==> config.mk <==
export PLATFORM = sky130hd
export DESIGN_NAME = woc_cell
export DESIGN_NICKNAME = d
export VERILOG_FILES = /design/src/hdl/woc_pkg.sv /design/src/hdl/woc_cell.sv
export SDC_FILE = /design/constraint.sdc
export NUM_CORES = 1
export LEC_CHECK = 0
export ABC_AREA = 1
export BUFFER_PORTS_ARGS = -buffer_cell sky130_fd_sc_hd__buf_2
export CAP_MARGIN = 40
export CELL_PAD_IN_SITES_DETAIL_PLACEMENT = 2
export CELL_PAD_IN_SITES_GLOBAL_PLACEMENT = 2
export CORE_ASPECT_RATIO = 0.7
export CORE_MARGIN = 1
export CORE_UTILIZATION = 32
export CTS_CLUSTER_DIAMETER = 30
export DETAILED_ROUTE_END_ITERATION = 8
export PLACE_DENSITY_LB_ADDON = 0.1
export SLEW_MARGIN = 20
export SYNTH_ARGS = -nofsm -noshare
export SYNTH_HDL_FRONTEND = slang
export SYNTH_SLANG_ARGS = --single-unit
==> constraint.sdc <==
create_clock -name clk -period 2.2 [get_ports clk]
set_input_delay 0.22 -clock clk [delete_from_list [all_inputs] [get_ports clk]]
set_output_delay 0.22 -clock clk [all_outputs]
set_load 0.02 [all_outputs]
==> src/hdl/woc_pkg.sv <==
// Package for the word occurrence counter: sizes, request codes and the
// item record that travels along the row of slot cells.
// No dependencies.
package woc_pkg;

	localparam int SLOTS          = 128;
	localparam int WORD_CHARS     = 9;
	localparam int MAX_TEXT_WORDS = 128;

	localparam int STRIDE = WORD_CHARS + 1;
	localparam int LEN_W  = $clog2(STRIDE);
	localparam int CELL_W = (SLOTS > 1) ? $clog2(SLOTS) : 1;
	localparam int IDX_W  = (CELL_W > 7) ? CELL_W : 7;
	localparam int CMP_W  = (IDX_W > 8) ? IDX_W : 8;

	localparam logic [1:0] REQ_LOAD  = 2'd0;
	localparam logic [1:0] REQ_START = 2'd1;
	localparam logic [1:0] REQ_TEXT  = 2'd2;
	localparam logic [1:0] REQ_READ  = 2'd3;

	localparam logic [7:0] COUNT_MAX = 8'hFF;

	typedef struct packed {
		logic [1:0]                  req_type;
		logic [6:0]                  slot;
		logic [3:0]                  position;
		logic [7:0]                  char_value;
		logic                        hit;
		logic [WORD_CHARS-1:0][7:0]  word;
		logic [LEN_W-1:0]            word_len;
		logic [7:0]                  match_count;
		logic [7:0]                  words_seen;
	} stage_t;

endpackage

==> src/hdl/woc_cell.sv <==
// One query slot: stored query word, occurrence count and one stage of the
// item row. Each item is acted on as it passes. Depends on woc_pkg.
module woc_cell (
	input  logic                        clk,
	input  logic                        arst_n,
	input  logic                        adv,
	input  logic [woc_pkg::IDX_W-1:0]   cell_idx,
	input  logic [7:0]                  query_count,
	input  logic                        d_valid,
	input  woc_pkg::stage_t             d,
	output logic                        q_valid,
	output woc_pkg::stage_t             q
);
	import woc_pkg::*;

	logic [STRIDE-1:0][7:0] chars_q;
	logic [7:0]             count_q;
	logic                   valid_q;
	stage_t                 stg_q;
	stage_t                 passed;
	logic                   here, active, eq_all, match, fire;

	always_comb begin
		here   = IDX_W'(d.slot) == cell_idx;
		active = CMP_W'(cell_idx) < CMP_W'(query_count);
		fire   = adv && d_valid;
		eq_all = 1'b1;
		for (int k = 0; k < WORD_CHARS; k++) begin
			if (LEN_W'(k) < d.word_len && chars_q[k] != d.word[k])
				eq_all = 1'b0;
		end
		match  = (chars_q[0] != 8'd0) && eq_all && (chars_q[d.word_len] == 8'd0);
		passed = d;
		if (d.req_type == REQ_READ && here)
			passed.match_count = count_q;
	end

	// empty slots after reset
	always_ff @(posedge clk or negedge arst_n) begin
		if (!arst_n) begin
			chars_q <= '0;
		end else if (fire && d.req_type == REQ_LOAD && here) begin
			for (int k = 0; k < STRIDE; k++) begin
				if (32'(d.position) == k)
					chars_q[k] <= d.char_value;
			end
		end
	end

	always_ff @(posedge clk or negedge arst_n) begin
		if (!arst_n) begin
			count_q <= '0;
		end else if (fire) begin
			case (d.req_type)
				REQ_START: count_q <= '0;
				REQ_TEXT: begin
					if (d.hit && active && match && count_q != COUNT_MAX)
						count_q <= count_q + 8'd1;
				end
				default: ;
			endcase
		end
	end

	always_ff @(posedge clk or negedge arst_n) begin
		if (!arst_n)
			valid_q <= 1'b0;
		else if (adv)
			valid_q <= d_valid;
	end

	always_ff @(posedge clk) begin
		if (adv)
			stg_q <= passed;
	end

	assign q_valid = valid_q;
	assign q       = stg_q;

endmodule

==> flow_results.org <==
** Clocking
- CTS tree :: yes
- Maximum clock path buffer count :: 3
- The later pin in the worst-skew pair is clocked with a latency of 0.54 ns.
- Inserted Clock Buffers :: 47
- After clock tree synthesis, the clock-pin slew on the worst setup and hold paths is approximately 0.05 ns.
- H-tree levels :: 2
- Library cell used as clock root buffer :: sky130_fd_sc_hd__clkbuf_16
- Total number of clock tree sinks :: ~200

** Critical path
- Measured in cells, the most critical reg-to-reg path has a length of 14.
- Data arrival time at the worst-slack endpoint :: between 2 and 3 ns
- STA puts the critical path data required time at about 2.7 ns.
- Critical path type :: flip-flop to flip-flop
- STA classifies the critical path endpoint as a flip-flop.
- In this run the worst path has a maximum fanout of 8.
- CP startpoint kind :: flip-flop

** Drt
- Count of vias placed by the detailed router :: ~8,000
- Post-route DRC :: 0
- Detailed router's first-iteration violation count :: roughly 340
- Vias per cell :: about 4.6
- Average wire per cell in the routed design :: about 20 um
- In this run the remaining antenna-violating nets after routing total 0.
- The pre-antenna-repair detailed-routing pass consisted of 4 iterations.
- Sum of routed wire length over all layers :: between 30 and 40 mm

** Place
- OpenSTA, run right after detailed placement, puts the worst setup slack at 0.04479 ns.
- Half-perimeter wire length after placement :: ~21 mm
- Gp weighted congestion :: around 0.75
- PortBufs :: approximately 250

** STA
- Highest attainable clock frequency :: around 500 MHz
- In the finished design, the share of the clock period the worst path needs comes to just over 90%.
- Hold slack :: approximately 0.020 ns
- The final hold violation count came to 0.
- Setup skew after layout :: ~0.011 ns
- The worst path needs ~2 ns of the cycle, external delays included.
- Unrepaired setup endpoints after global routing :: true
- The worst pin sits at a relative slew slack of between 40% and 50%.
- Setup slack closes at between 0.1 and 0.15 ns.
- Setup violations, final :: 0
- At the pin with the least slew margin, the transition time is between 0.7 and 0.8 ns.
- The final number of max-transition violations was 0.
- Post-route setup TNS :: 0 ns

** Yosys
- Avg Inst Size Synth :: 10.05 um^2
- After synthesis, flip-flops and latches occupy 61.91% of the total area.
- Distinct cell type count after synthesis :: 34
- Of all flip-flops after synthesis, the portion carrying an async set or reset was a little over two fifths.
- Synthesized flop and latch total :: 203
- Mapped Area :: 0.009126 mm^2
- Commonest register cell after synthesis :: sky130_fd_sc_hd__edfxtp_1
- After synthesis, the largest area contributor takes up between 30% and 40% of total cell area.
- Top post-synthesis cells by area :: sky130_fd_sc_hd__edfxtp_1, sky130_fd_sc_hd__dfrtp_1, sky130_fd_sc_hd__nand2_1, sky130_fd_sc_hd__nor2_1, sky130_fd_sc_hd__inv_1
- Synth area leader :: sky130_fd_sc_hd__edfxtp_1
- The Yosys step of the flow raised 0 warnings.
- The number of nets handed over by synthesis was ~1,000.
- Count of flip-flops with a built-in enable after synthesis :: between 100 and 150
- Number of instances in the synthesized netlist :: a little over 900

** Cells and area
- Filler Cells Inserted :: roughly 2,900
- In the final layout, the share of cells above drive strength 1 is between 20% and 30%.
- After the last flow step, the layout net total stands at 1,456.
- Relative to the synthesized area, the layout overhead comes to 50.33%.

** Floorplan
- Core Footprint :: roughly 0.028 mm^2
- The die covers slightly below 0.03 mm^2.
- # IOs :: 248
- From left edge to right edge, the die measures 203.8 um.
- Rows :: between 50 and 60
- Die Y-Extent :: 143.3 um
- Initial Util :: about 33%

** Power and ir drop
- In this run the power density over the cells is 932.0 mW/mm^2.
- The worst-case IR drop observed on VDD is between 0.5 and 0.6 mV.
- Total leakage power :: 6.359 nW

** Status
- The flow ran to the end, and the final reports show no timing, DRC or antenna violations.

** GRT
- Wire length of the first global-routing pass :: between 50 and 60 mm
- Initial antenna violation count :: 1
- The number of global-route vias before repair is 8,973.
- Grt ovf :: 0
- In the global route stage, overall resource usage came out at around a quarter.
- Entering global routing, the biggest net connects around 120 pins.

** Worst hold path
- The path class of the tightest hold or removal check is primary input to flip-flop.
- Min-Delay Path Depth :: 3

** Job
- Max-cap check violation count :: 0
[power breakdown]
part	switching (mW)	internal [mW]
logic	0.710	0.441
clock network	2.32	5.02
registers	0.0597	4.24
total	3.09	9.70
[repair_timing]
| item | in CTS | in global routing |
|---|---|---|
| cloned | 0 | 1 |
| hold buffers | 113 | 0 |
| hold endpoints to repair | 201 | 0 |
| pin swaps | 0 | 2 |
| setup endpoints to repair | 8 | 43 |
| buffers inserted | 0 | 5 |
| gates resized for setup | 1 | 10 |
[synthesized netlist by cell type (7+ instances only)]
| library cell | number |
|---|---|
| sky130_fd_sc_hd__a21oi_1 | 7 |
| sky130_fd_sc_hd__dfrtp_1 | 89 |
| sky130_fd_sc_hd__edfxtp_1 | 114 |
| sky130_fd_sc_hd__ha_1 | 7 |
| sky130_fd_sc_hd__inv_1 | 87 |
| sky130_fd_sc_hd__nand2_1 | 256 |
| sky130_fd_sc_hd__nand2_4 | 7 |
| sky130_fd_sc_hd__nand3_1 | 18 |
| sky130_fd_sc_hd__nand4_1 | 7 |
| sky130_fd_sc_hd__nor2_1 | 113 |
| sky130_fd_sc_hd__nor3_1 | 11 |
| sky130_fd_sc_hd__o21ai_0 | 54 |
| sky130_fd_sc_hd__o21ai_1 | 34 |
| sky130_fd_sc_hd__o21ai_2 | 9 |
| sky130_fd_sc_hd__xnor2_1 | 35 |
| sky130_fd_sc_hd__xor2_1 | 23 |
[critical path, stage by stage, from the launching register on]
cell,delay (ns)
sky130_fd_sc_hd__dfrtp_1,0.41
sky130_fd_sc_hd__inv_1,0.09
sky130_fd_sc_hd__nand2_1,0.11
sky130_fd_sc_hd__nand2_1,0.09
sky130_fd_sc_hd__nor2_2,0.12
sky130_fd_sc_hd__nand3_1,0.10
sky130_fd_sc_hd__nor2_1,0.15
sky130_fd_sc_hd__nand2_1,0.13
sky130_fd_sc_hd__nand2_1,0.09
sky130_fd_sc_hd__nand3_1,0.13
sky130_fd_sc_hd__nand2_2,0.16
sky130_fd_sc_hd__nand3_4,0.15
sky130_fd_sc_hd__nand2_8,0.13
sky130_fd_sc_hd__nand2_1,0.07
sky130_fd_sc_hd__nand2_1,0.06
[worst paths after layout]
kind | startpoint | end | slack (ns)
min reg2reg | chars_q[76] | chars_q[76] | 0.48
min in group asynchronous | arst_n | chars_q[68] | 0.24
max | chars_q[35] | count_q[7] | 0.15
max reg2reg | chars_q[35] | count_q[7] | 0.15
min | adv | q_valid | 0.02
max in group asynchronous | arst_n | chars_q[17] | 1.49
[through the flow]
stage / instance area (um^2) / utilization, % / instances / total power, mW
global placement: 10810 / 38.76 / 1519 / 5.273
CTS: 13620 / 48.83 / 1719 / 12.82
finish: 13720 / 49.20 / 1726 / 12.79
detailed placement: 10810 / 38.76 / 1519 / 5.305
global route: 13720 / 49.20 / 1726 / 13.20
floorplan: 9126 / - / 908 / 4.779
[final cells by class]
type	count	area (um^2)	share of cell area, %
Antenna cell	1	2.502	0.01824
Tap cell	371	464.2	3.383
Sequential cell	203	5650	41.19
Clock buffer	58	1343	9.786
Clock inverter	29	329.1	2.399
Multi-Input combinational cell	602	3080	22.45
Inverter	91	341.6	2.490
Timing Repair Buffer	371	2509	18.29
[cell families after synthesis]
kind of cell             count (synthesis)  share of synthesized area, %
AND/OR/NAND/NOR                        427                         20.00
adder cells (fa/ha/maj)                  7                        0.9596
multiplexers                             3                        0.3701
buffers and inverters                  104                         4.949
AO/OA/AOI/OAI                          106                         6.238
flip-flops                             203                         61.91
XOR/XNOR                                58                         5.566
[layout by cell type, fill, tap and decap left out, drive strengths merged, types with 21 or more instances in the layout]
cell           n
buf          258
clkbuf        58
dfrtp         89
dlygate4sd3  113
edfxtp       114
inv           94
nand2        265
nand3         21
nor2         115
o21ai         97
xnor2         35
xor2          23
[flip-flops by register name, indices dropped and copies added (netlist names)]
| register | flops |
|---|---|
| q_valid | 1 |
| chars_q | 80 |
| count_q | 8 |
| q | 114 |
[routing by layer]
layer | routed length (um) | share of wire (%) | GRT usage, %
met5 | 0 | 0 | 0
met4 | 613 | 1.8 | 6.767
met3 | 1528 | 4.5 | 4.853
met2 | 16910 | 50 | 40.42
met1 | 15050 | 44 | 29.94
(Power assumes the default switching activity.)
