$ cat config.mk
export PLATFORM = sky130hd
export DESIGN_NAME = woc_front
export DESIGN_NICKNAME = d
export VERILOG_FILES = /design/src/hdl/woc_pkg.sv /design/src/hdl/woc_front.sv
export SDC_FILE = /design/constraint.sdc
export NUM_CORES = 1
export LEC_CHECK = 0
export BUFFER_PORTS_ARGS = -buffer_cell sky130_fd_sc_hd__buf_2
export CELL_PAD_IN_SITES_DETAIL_PLACEMENT = 1
export CELL_PAD_IN_SITES_GLOBAL_PLACEMENT = 1
export CORE_MARGIN = 10
export CORE_UTILIZATION = 38
export CTS_BUF_LIST = sky130_fd_sc_hd__clkbuf_8
export CTS_CLUSTER_DIAMETER = 50
export DETAILED_ROUTE_END_ITERATION = 8
export PLACE_DENSITY = 0.86
export SLEW_MARGIN = 40
export SYNTH_ARGS = -nofsm -noshare
export SYNTH_HDL_FRONTEND = slang
export SYNTH_SLANG_ARGS = --single-unit
$ cat constraint.sdc
create_clock -name clk -period 2.6 [get_ports clk]
set_input_delay 0.52 -clock clk [delete_from_list [all_inputs] [get_ports clk]]
set_output_delay 0.52 -clock clk [all_outputs]
set_load 0.02 [all_outputs]
$ cat src/hdl/woc_pkg.sv
// Package for the word occurrence counter: sizes, request codes and the
// item record that travels along the row of slot cells.
// No dependencies.
package woc_pkg;

	localparam int SLOTS          = 128;
	localparam int WORD_CHARS     = 9;
	localparam int MAX_TEXT_WORDS = 128;

	localparam int STRIDE = WORD_CHARS + 1;
	localparam int LEN_W  = $clog2(STRIDE);
	localparam int CELL_W = (SLOTS > 1) ? $clog2(SLOTS) : 1;
	localparam int IDX_W  = (CELL_W > 7) ? CELL_W : 7;
	localparam int CMP_W  = (IDX_W > 8) ? IDX_W : 8;

	localparam logic [1:0] REQ_LOAD  = 2'd0;
	localparam logic [1:0] REQ_START = 2'd1;
	localparam logic [1:0] REQ_TEXT  = 2'd2;
	localparam logic [1:0] REQ_READ  = 2'd3;

	localparam logic [7:0] COUNT_MAX = 8'hFF;

	typedef struct packed {
		logic [1:0]                  req_type;
		logic [6:0]                  slot;
		logic [3:0]                  position;
		logic [7:0]                  char_value;
		logic                        hit;
		logic [WORD_CHARS-1:0][7:0]  word;
		logic [LEN_W-1:0]            word_len;
		logic [7:0]                  match_count;
		logic [7:0]                  words_seen;
	} stage_t;

endpackage

$ cat src/hdl/woc_front.sv
// Text front end: letter detection, word buffer, word end and word total.
// Builds the item record that enters the cell row. Depends on woc_pkg.
module woc_front (
	input  logic           clk,
	input  logic           arst_n,
	input  logic           take,
	input  logic [1:0]     req_type,
	input  logic [6:0]     slot,
	input  logic [3:0]     position,
	input  logic [7:0]     char_value,
	input  logic           text_last,
	output woc_pkg::stage_t entry
);
	import woc_pkg::*;

	logic [WORD_CHARS-1:0][7:0] wbuf_q, wbuf_n;
	logic [LEN_W-1:0]           len_q, len_app, len_n;
	logic                       inword_q, inword_n;
	logic [7:0]                 total_q, total_n;
	logic                       letter, ends, counts;

	always_comb begin
		letter = (char_value >= 8'h41 && char_value <= 8'h5A) ||
			(char_value >= 8'h61 && char_value <= 8'h7A);
		wbuf_n   = wbuf_q;
		len_app  = len_q;
		len_n    = len_q;
		inword_n = inword_q;
		total_n  = total_q;
		ends     = 1'b0;
		counts   = 1'b0;
		case (req_type)
			REQ_START: begin
				len_n    = '0;
				inword_n = 1'b0;
				total_n  = '0;
			end
			REQ_TEXT: begin
				if (letter) begin
					for (int k = 0; k < WORD_CHARS; k++) begin
						if (LEN_W'(k) == len_q)
							wbuf_n[k] = char_value;
					end
					if (len_q < LEN_W'(WORD_CHARS))
						len_app = len_q + LEN_W'(1);
					ends = text_last;
				end else begin
					ends = inword_q;
				end
				len_n = len_app;
				if (ends) begin
					counts = total_q < 8'(MAX_TEXT_WORDS);
					if (counts)
						total_n = total_q + 8'd1;
					len_n    = '0;
					inword_n = 1'b0;
				end else begin
					inword_n = inword_q | letter;
				end
			end
			default: ;
		endcase
	end

	always_comb begin
		entry.req_type    = req_type;
		entry.slot        = slot;
		entry.position    = position;
		entry.char_value  = char_value;
		entry.hit         = counts;
		entry.word        = wbuf_n;
		entry.word_len    = len_app;
		entry.match_count = '0;
		entry.words_seen  = total_n;
	end

	always_ff @(posedge clk or negedge arst_n) begin
		if (!arst_n) begin
			len_q    <= '0;
			inword_q <= 1'b0;
			total_q  <= '0;
		end else if (take) begin
			len_q    <= len_n;
			inword_q <= inword_n;
			total_q  <= total_n;
		end
	end

	always_ff @(posedge clk) begin
		if (take)
			wbuf_q <= wbuf_n;
	end

endmodule

==> flow_summary.html <==
<table>
<tr><th>Metric</th><th>Value</th></tr>
<tr><th colspan="2">Status</th></tr>
<tr><td>Outcome</td><td>finished with violations</td></tr>
<tr><td>Failing checks</td><td>setup timing</td></tr>
<tr><th colspan="2">Run</th></tr>
<tr><td>Number of max-cap violations</td><td>0</td></tr>
<tr><th colspan="2">Clock network</th></tr>
<tr><td>Maximum root-to-sink buffer count</td><td>2</td></tr>
<tr><td>H-tree levels</td><td>3</td></tr>
<tr><td>Clock latency reported for the late side of the worst-skew pair</td><td>0.39 ns</td></tr>
<tr><td>TritonCTS clock tree</td><td>done</td></tr>
<tr><td>Clock slew seen by the registers of the worst setup and hold paths</td><td>0.09 ns</td></tr>
<tr><td>CTS Root Buffer Type</td><td>sky130_fd_sc_hd__clkbuf_8</td></tr>
<tr><td>Clock tree sinks</td><td>85</td></tr>
<tr><td>TritonCTS buffer count</td><td>9</td></tr>
<tr><th colspan="2">Worst setup path</th></tr>
<tr><td>Critical Path, Cell by Cell</td><td>buf_8, or4_4, o22a_4, nand2_8, buf_6, nor3_4, buf_12, mux2_4, buf_2</td></tr>
<tr><td>Number of buffers and inverters on the critical path</td><td>4</td></tr>
<tr><td>Endpoint of the worst register-to-register path</td><td>wbuf_q[55]</td></tr>
<tr><td>R2r worst-path depth</td><td>8</td></tr>
<tr><td>Master of the slowest instance on the critical path</td><td>sky130_fd_sc_hd__or4_4</td></tr>
<tr><td>Critical path's largest stage delay</td><td>0.54 ns</td></tr>
<tr><td>Required time of the worst setup path</td><td>2.08 ns</td></tr>
<tr><td>Slack of the worst reg-to-reg path</td><td>0.37 ns</td></tr>
<tr><td>Worst setup SP type</td><td>primary input</td></tr>
<tr><td>Crit. End Element</td><td>output port</td></tr>
<tr><td>Path type of the worst setup path</td><td>primary input to output port</td></tr>
<tr><td>Worst EP arrival</td><td>2.38 ns</td></tr>
<tr><td>Startpoint of the most critical register-to-register path</td><td>len_q[3]</td></tr>
<tr><td>Highest fanout seen on the critical path</td><td>7</td></tr>
<tr><td>Largest delay contributor family on the critical path</td><td>simple AND/OR/NAND/NOR gates</td></tr>
<tr><th colspan="2">Place</th></tr>
<tr><td>IO Port Bufs</td><td>108</td></tr>
<tr><td>Post-placement cell count</td><td>609</td></tr>
<tr><td>DPL Wire Length</td><td>9764 um</td></tr>
<tr><td>Weighted congestion reported at the end of routability-driven placement</td><td>0.8001</td></tr>
<tr><th colspan="2">STA</th></tr>
<tr><td>Final critical-path share of the clock period</td><td>111.5%</td></tr>
<tr><td>Hold violation total from the final report</td><td>0</td></tr>
<tr><td>Final number of max-transition violations</td><td>0</td></tr>
<tr><td>Worst max-slew margin expressed relative to the limit</td><td>43.00%</td></tr>
<tr><td>Max Clk Rate</td><td>345.0 MHz</td></tr>
<tr><td>Worst Clk Skew</td><td>0.01765 ns</td></tr>
<tr><td>Final critical-path setup slack</td><td>-0.2985 ns</td></tr>
<tr><td>Actual slew at the worst max-slew pin</td><td>0.8551 ns</td></tr>
<tr><td>Unrepaired setup endpoints after global routing</td><td>true</td></tr>
<tr><td>Final setup violation count</td><td>84</td></tr>
<tr><td>Clock period minus final worst setup slack</td><td>2.898 ns</td></tr>
<tr><th colspan="2">Routing</th></tr>
<tr><td>Detail-routed net length per standard cell</td><td>26.25 um</td></tr>
<tr><td>Routed WL</td><td>18160 um</td></tr>
<tr><td>DRC violation count after routing</td><td>0</td></tr>
<tr><td>Number of design-rule violations left by the first detailed-router iteration</td><td>341</td></tr>
<tr><td>Total via count in the routed design</td><td>3814</td></tr>
<tr><td>Routed via count divided by cell count</td><td>5.512</td></tr>
<tr><td>Pre-antenna DRT Iters</td><td>4</td></tr>
<tr><td>Count of nets left with antenna violations after detail routing</td><td>0</td></tr>
<tr><th colspan="2">Floorplanning</th></tr>
<tr><td>Number of standard-cell rows in the floorplan</td><td>40</td></tr>
<tr><td>Die span in y</td><td>130.7 um</td></tr>
<tr><td>Initial core utilization</td><td>38.75%</td></tr>
<tr><td>Width of the die</td><td>130.7 um</td></tr>
<tr><td>DIE AREA</td><td>0.01708 mm2</td></tr>
<tr><td>Number of top-level pins</td><td>139</td></tr>
<tr><td>Area inside the core boundary</td><td>0.01201 mm2</td></tr>
<tr><th colspan="2">Layout</th></tr>
<tr><td>Fill count</td><td>1190</td></tr>
<tr><td>Antenna fix cells</td><td>0</td></tr>
<tr><td>Area used by sequential logic in the layout</td><td>0.002490 mm2</td></tr>
<tr><td>Layout area overhead</td><td>51.83%</td></tr>
<tr><td>Final design utilization</td><td>58.83%</td></tr>
<tr><td>Fraction of final layout cells sized beyond drive strength 1</td><td>61.28%</td></tr>
<tr><td>Number of non-filler instances in the completed layout</td><td>692</td></tr>
<tr><td>Area used by multi-input combinational logic</td><td>0.002306 mm2</td></tr>
<tr><td>Total number of nets in the final design</td><td>571</td></tr>
<tr><th colspan="2">Global route</th></tr>
<tr><td>Vias in the first global route</td><td>3940</td></tr>
<tr><td>Remaining global-route overflow</td><td>0</td></tr>
<tr><td>Global Route Usage Sum</td><td>18.02%</td></tr>
<tr><td>Pin count of the biggest net entering global routing</td><td>73</td></tr>
<tr><td>Wire length of the first global-routing pass</td><td>23520 um</td></tr>
<tr><td>Number of antenna violations at the first check in global routing</td><td>0</td></tr>
<tr><th colspan="2">Synthesis</th></tr>
<tr><td>Simple-gate area share of the yosys netlist</td><td>14.46%</td></tr>
<tr><td>Fraction of the mapped netlist area in compound gates</td><td>9.382%</td></tr>
<tr><td>Cell count after synthesis</td><td>363</td></tr>
<tr><td>Dominant combinational cell family by area after synthesis</td><td>simple AND/OR/NAND/NOR gates</td></tr>
<tr><td>Synth Warn #</td><td>0</td></tr>
<tr><td>Summed instance area of the synthesized netlist</td><td>0.004654 mm2</td></tr>
<tr><td>Post-synthesis share of cell area spent on xor and xnor gates</td><td>0.1882%</td></tr>
<tr><td>Number of flip-flops and latches in the synthesized netlist</td><td>85</td></tr>
<tr><td>Register area share after synthesis</td><td>53.44%</td></tr>
<tr><td>Syn_area_per_cell</td><td>12.82 um2</td></tr>
<tr><td>Multiplexer fraction of the synthesized cell area</td><td>13.55%</td></tr>
<tr><td>Post-synth cell types</td><td>44</td></tr>
<tr><td>Synth Area in Adders</td><td>1.613%</td></tr>
<tr><th colspan="2">Pwr</th></tr>
<tr><td>Maximum ir drop on the vdd rail</td><td>0.2183 mV</td></tr>
<tr><td>Pleak</td><td>0.002945 uW</td></tr>
<tr><td>Power per unit of standard cell area</td><td>493.0 mW/mm2</td></tr>
<tr><td>Total power consumption of the routed design</td><td>3484 uW</td></tr>
<tr><th colspan="2">Worst hold path</th></tr>
<tr><td>Worst min-delay path category</td><td>primary input to async pin</td></tr>
</table>
## worst register-to-register path: stages, from the launching register on
cell and delay, ns:
sky130_fd_sc_hd__dfrtp_1 0.42, sky130_fd_sc_hd__inv_2 0.17, sky130_fd_sc_hd__nand2_2 0.21, sky130_fd_sc_hd__nor3_4 0.62
sky130_fd_sc_hd__buf_6 0.19, sky130_fd_sc_hd__nor2b_4 0.04, sky130_fd_sc_hd__buf_4 0.13, sky130_fd_sc_hd__buf_4 0.12
sky130_fd_sc_hd__buf_4 0.12
## cell families (layout without fill, tap and decap cells)
group / Yosys count / after routing
and+or+nand+nor: 101 / 103
DFF: 85 / 85
AOI/OAI and AO/OA: 59 / 59
buffers and inverters: 56 / 229
muxes: 54 / 54
adders and majority gates: 6 / 6
other: 1 / 8
xor gates and xnor gates: 1 / 1
## report_power, final
group	internal (uW)	switching, uW	total [uW]	leakage, uW
Clock	352	568	920	0.0000890
Sequential	1570	49.0	1620	0.000881
Combinational	436	506	942	0.00198
Total	2360	1120	3480	0.00295
## flip-flops by register name, summed over array words and instances (netlist names)
signal,cells
len_q,4
total_q,8
wbuf_q,72
inword_q,1
## per-stage QoR
step | TNS, ns | hold WS (ns) | area [um2] | setup slack, ns
floorplan | 0 | 0.2244 | 4702 | 0.006577
global placement | -19.41 | 0.4341 | 5358 | -0.3548
detailed placement | -23.17 | 0.4419 | 5358 | -0.3964
CTS | -13.52 | 0.02957 | 6431 | -0.2831
global route | -21.17 | 0.04539 | 7067 | -0.3388
finish | -17.04 | 0.03754 | 7067 | -0.2985
## cell usage after synthesis
cell,n,area (um2)
sky130_fd_sc_hd__a211o_1,1,8.760
sky130_fd_sc_hd__a211oi_1,2,15.01
sky130_fd_sc_hd__a21boi_0,5,37.54
sky130_fd_sc_hd__a21boi_2,1,11.26
sky130_fd_sc_hd__a21oi_1,5,25.02
sky130_fd_sc_hd__a21oi_2,2,17.52
sky130_fd_sc_hd__a31oi_1,2,12.51
sky130_fd_sc_hd__a32o_1,1,10.01
sky130_fd_sc_hd__and2_0,1,6.260
sky130_fd_sc_hd__and2_1,2,12.51
sky130_fd_sc_hd__and3_1,4,25.02
sky130_fd_sc_hd__buf_2,7,35.03
sky130_fd_sc_hd__buf_4,30,225.2
sky130_fd_sc_hd__buf_6,1,11.26
sky130_fd_sc_hd__clkbuf_1,10,37.54
sky130_fd_sc_hd__conb_1,1,3.750
sky130_fd_sc_hd__dfrtp_1,13,325.3
sky130_fd_sc_hd__edfxtp_1,72,2162
sky130_fd_sc_hd__ha_1,6,75.07
sky130_fd_sc_hd__inv_1,8,30.03
sky130_fd_sc_hd__mux2_2,48,540.5
sky130_fd_sc_hd__mux2_4,6,90.09
sky130_fd_sc_hd__nand2_1,31,116.4
sky130_fd_sc_hd__nand2_8,1,20.02
sky130_fd_sc_hd__nand2b_1,3,18.77
sky130_fd_sc_hd__nand3_1,6,30.03
sky130_fd_sc_hd__nor2_1,10,37.54
sky130_fd_sc_hd__nor2b_1,12,75.07
sky130_fd_sc_hd__nor3_4,4,65.06
sky130_fd_sc_hd__nor3b_1,8,60.06
sky130_fd_sc_hd__nor4_4,5,106.4
sky130_fd_sc_hd__nor4b_1,1,8.760
sky130_fd_sc_hd__nor4b_2,1,15.01
sky130_fd_sc_hd__o211ai_1,29,217.7
sky130_fd_sc_hd__o21ai_0,3,15.01
sky130_fd_sc_hd__o21ai_2,1,8.760
sky130_fd_sc_hd__o22a_1,3,26.28
sky130_fd_sc_hd__o22ai_1,1,6.260
sky130_fd_sc_hd__o31ai_1,1,7.510
sky130_fd_sc_hd__o41ai_1,2,17.52
sky130_fd_sc_hd__or2_2,10,62.56
sky130_fd_sc_hd__or3_1,1,6.260
sky130_fd_sc_hd__or4_1,1,7.510
sky130_fd_sc_hd__xnor2_1,1,8.760
## how the worst max path moves through the flow
| stage | start | cells after the start | to | slack [ns] |
|---|---|---|---|---|
| 2_1_floorplan | char_value[1] | 7 | entry[3] | 0.007 |
| 3_3_place_gp | char_value[0] | 7 | entry[45] | -0.35 |
| 3_5_place_dp | char_value[0] | 7 | entry[47] | -0.40 |
| 4_1_cts | char_value[1] | 8 | entry[40] | -0.28 |
| 5_1_grt | char_value[1] | 9 | entry[55] | -0.34 |
| 6_report | char_value[1] | 9 | entry[55] | -0.30 |
## routing by layer
metal | wire length (um) | GRT usage [%] | vias to the layer above
met2 | 9819 | 31.76 | 127
li1 | - | - | 1672
met4 | 460 | 6.082 | 0
met3 | 946 | 4.069 | 36
met5 | 0 | 0 | -
met1 | 6936 | 21.11 | 1979
## placed cells by master, fill, tap and decap left out, drive strengths merged, types with 2 or more instances in the layout
cell	Yosys	layout
buf	38	204
inv	8	11
nor2	10	10
or2	10	10
edfxtp	72	72
a211oi	2	2
conb	1	8
nor3b	8	8
nor3	4	5
nand3	6	6
a21boi	6	6
and2	3	4
ha	6	6
o22a	3	3
nand2b	3	3
and3	4	4
dfrtp	13	13
o211ai	29	29
o21ai	4	4
nor4b	2	2
nor4	5	5
o41ai	2	2
clkinv	0	3
a31oi	2	2
mux2	54	54
clkbuf	10	9
a21oi	7	7
nor2b	12	12
nand2	32	32
## what timing repair did
action                     in CTS  in global routing
pin swaps                      16                 15
hold buffers                    0                  0
setup endpoints to repair      85                 85
resized for setup             181                105
gates cloned                    2                  1
setup buffers                  33                 41
## cell type report
| class | instances | area share, % |
|---|---|---|
| clock buffer | 9 | 1.753 |
| clock inverter | 7 | 0.7082 |
| inverter | 8 | 0.4249 |
| multi-input combinational | 231 | 32.63 |
| sequential | 85 | 35.23 |
| tap | 147 | 2.603 |
| timing repair buffer | 205 | 26.65 |
Note: power is estimated with default switching activity, not from simulation.
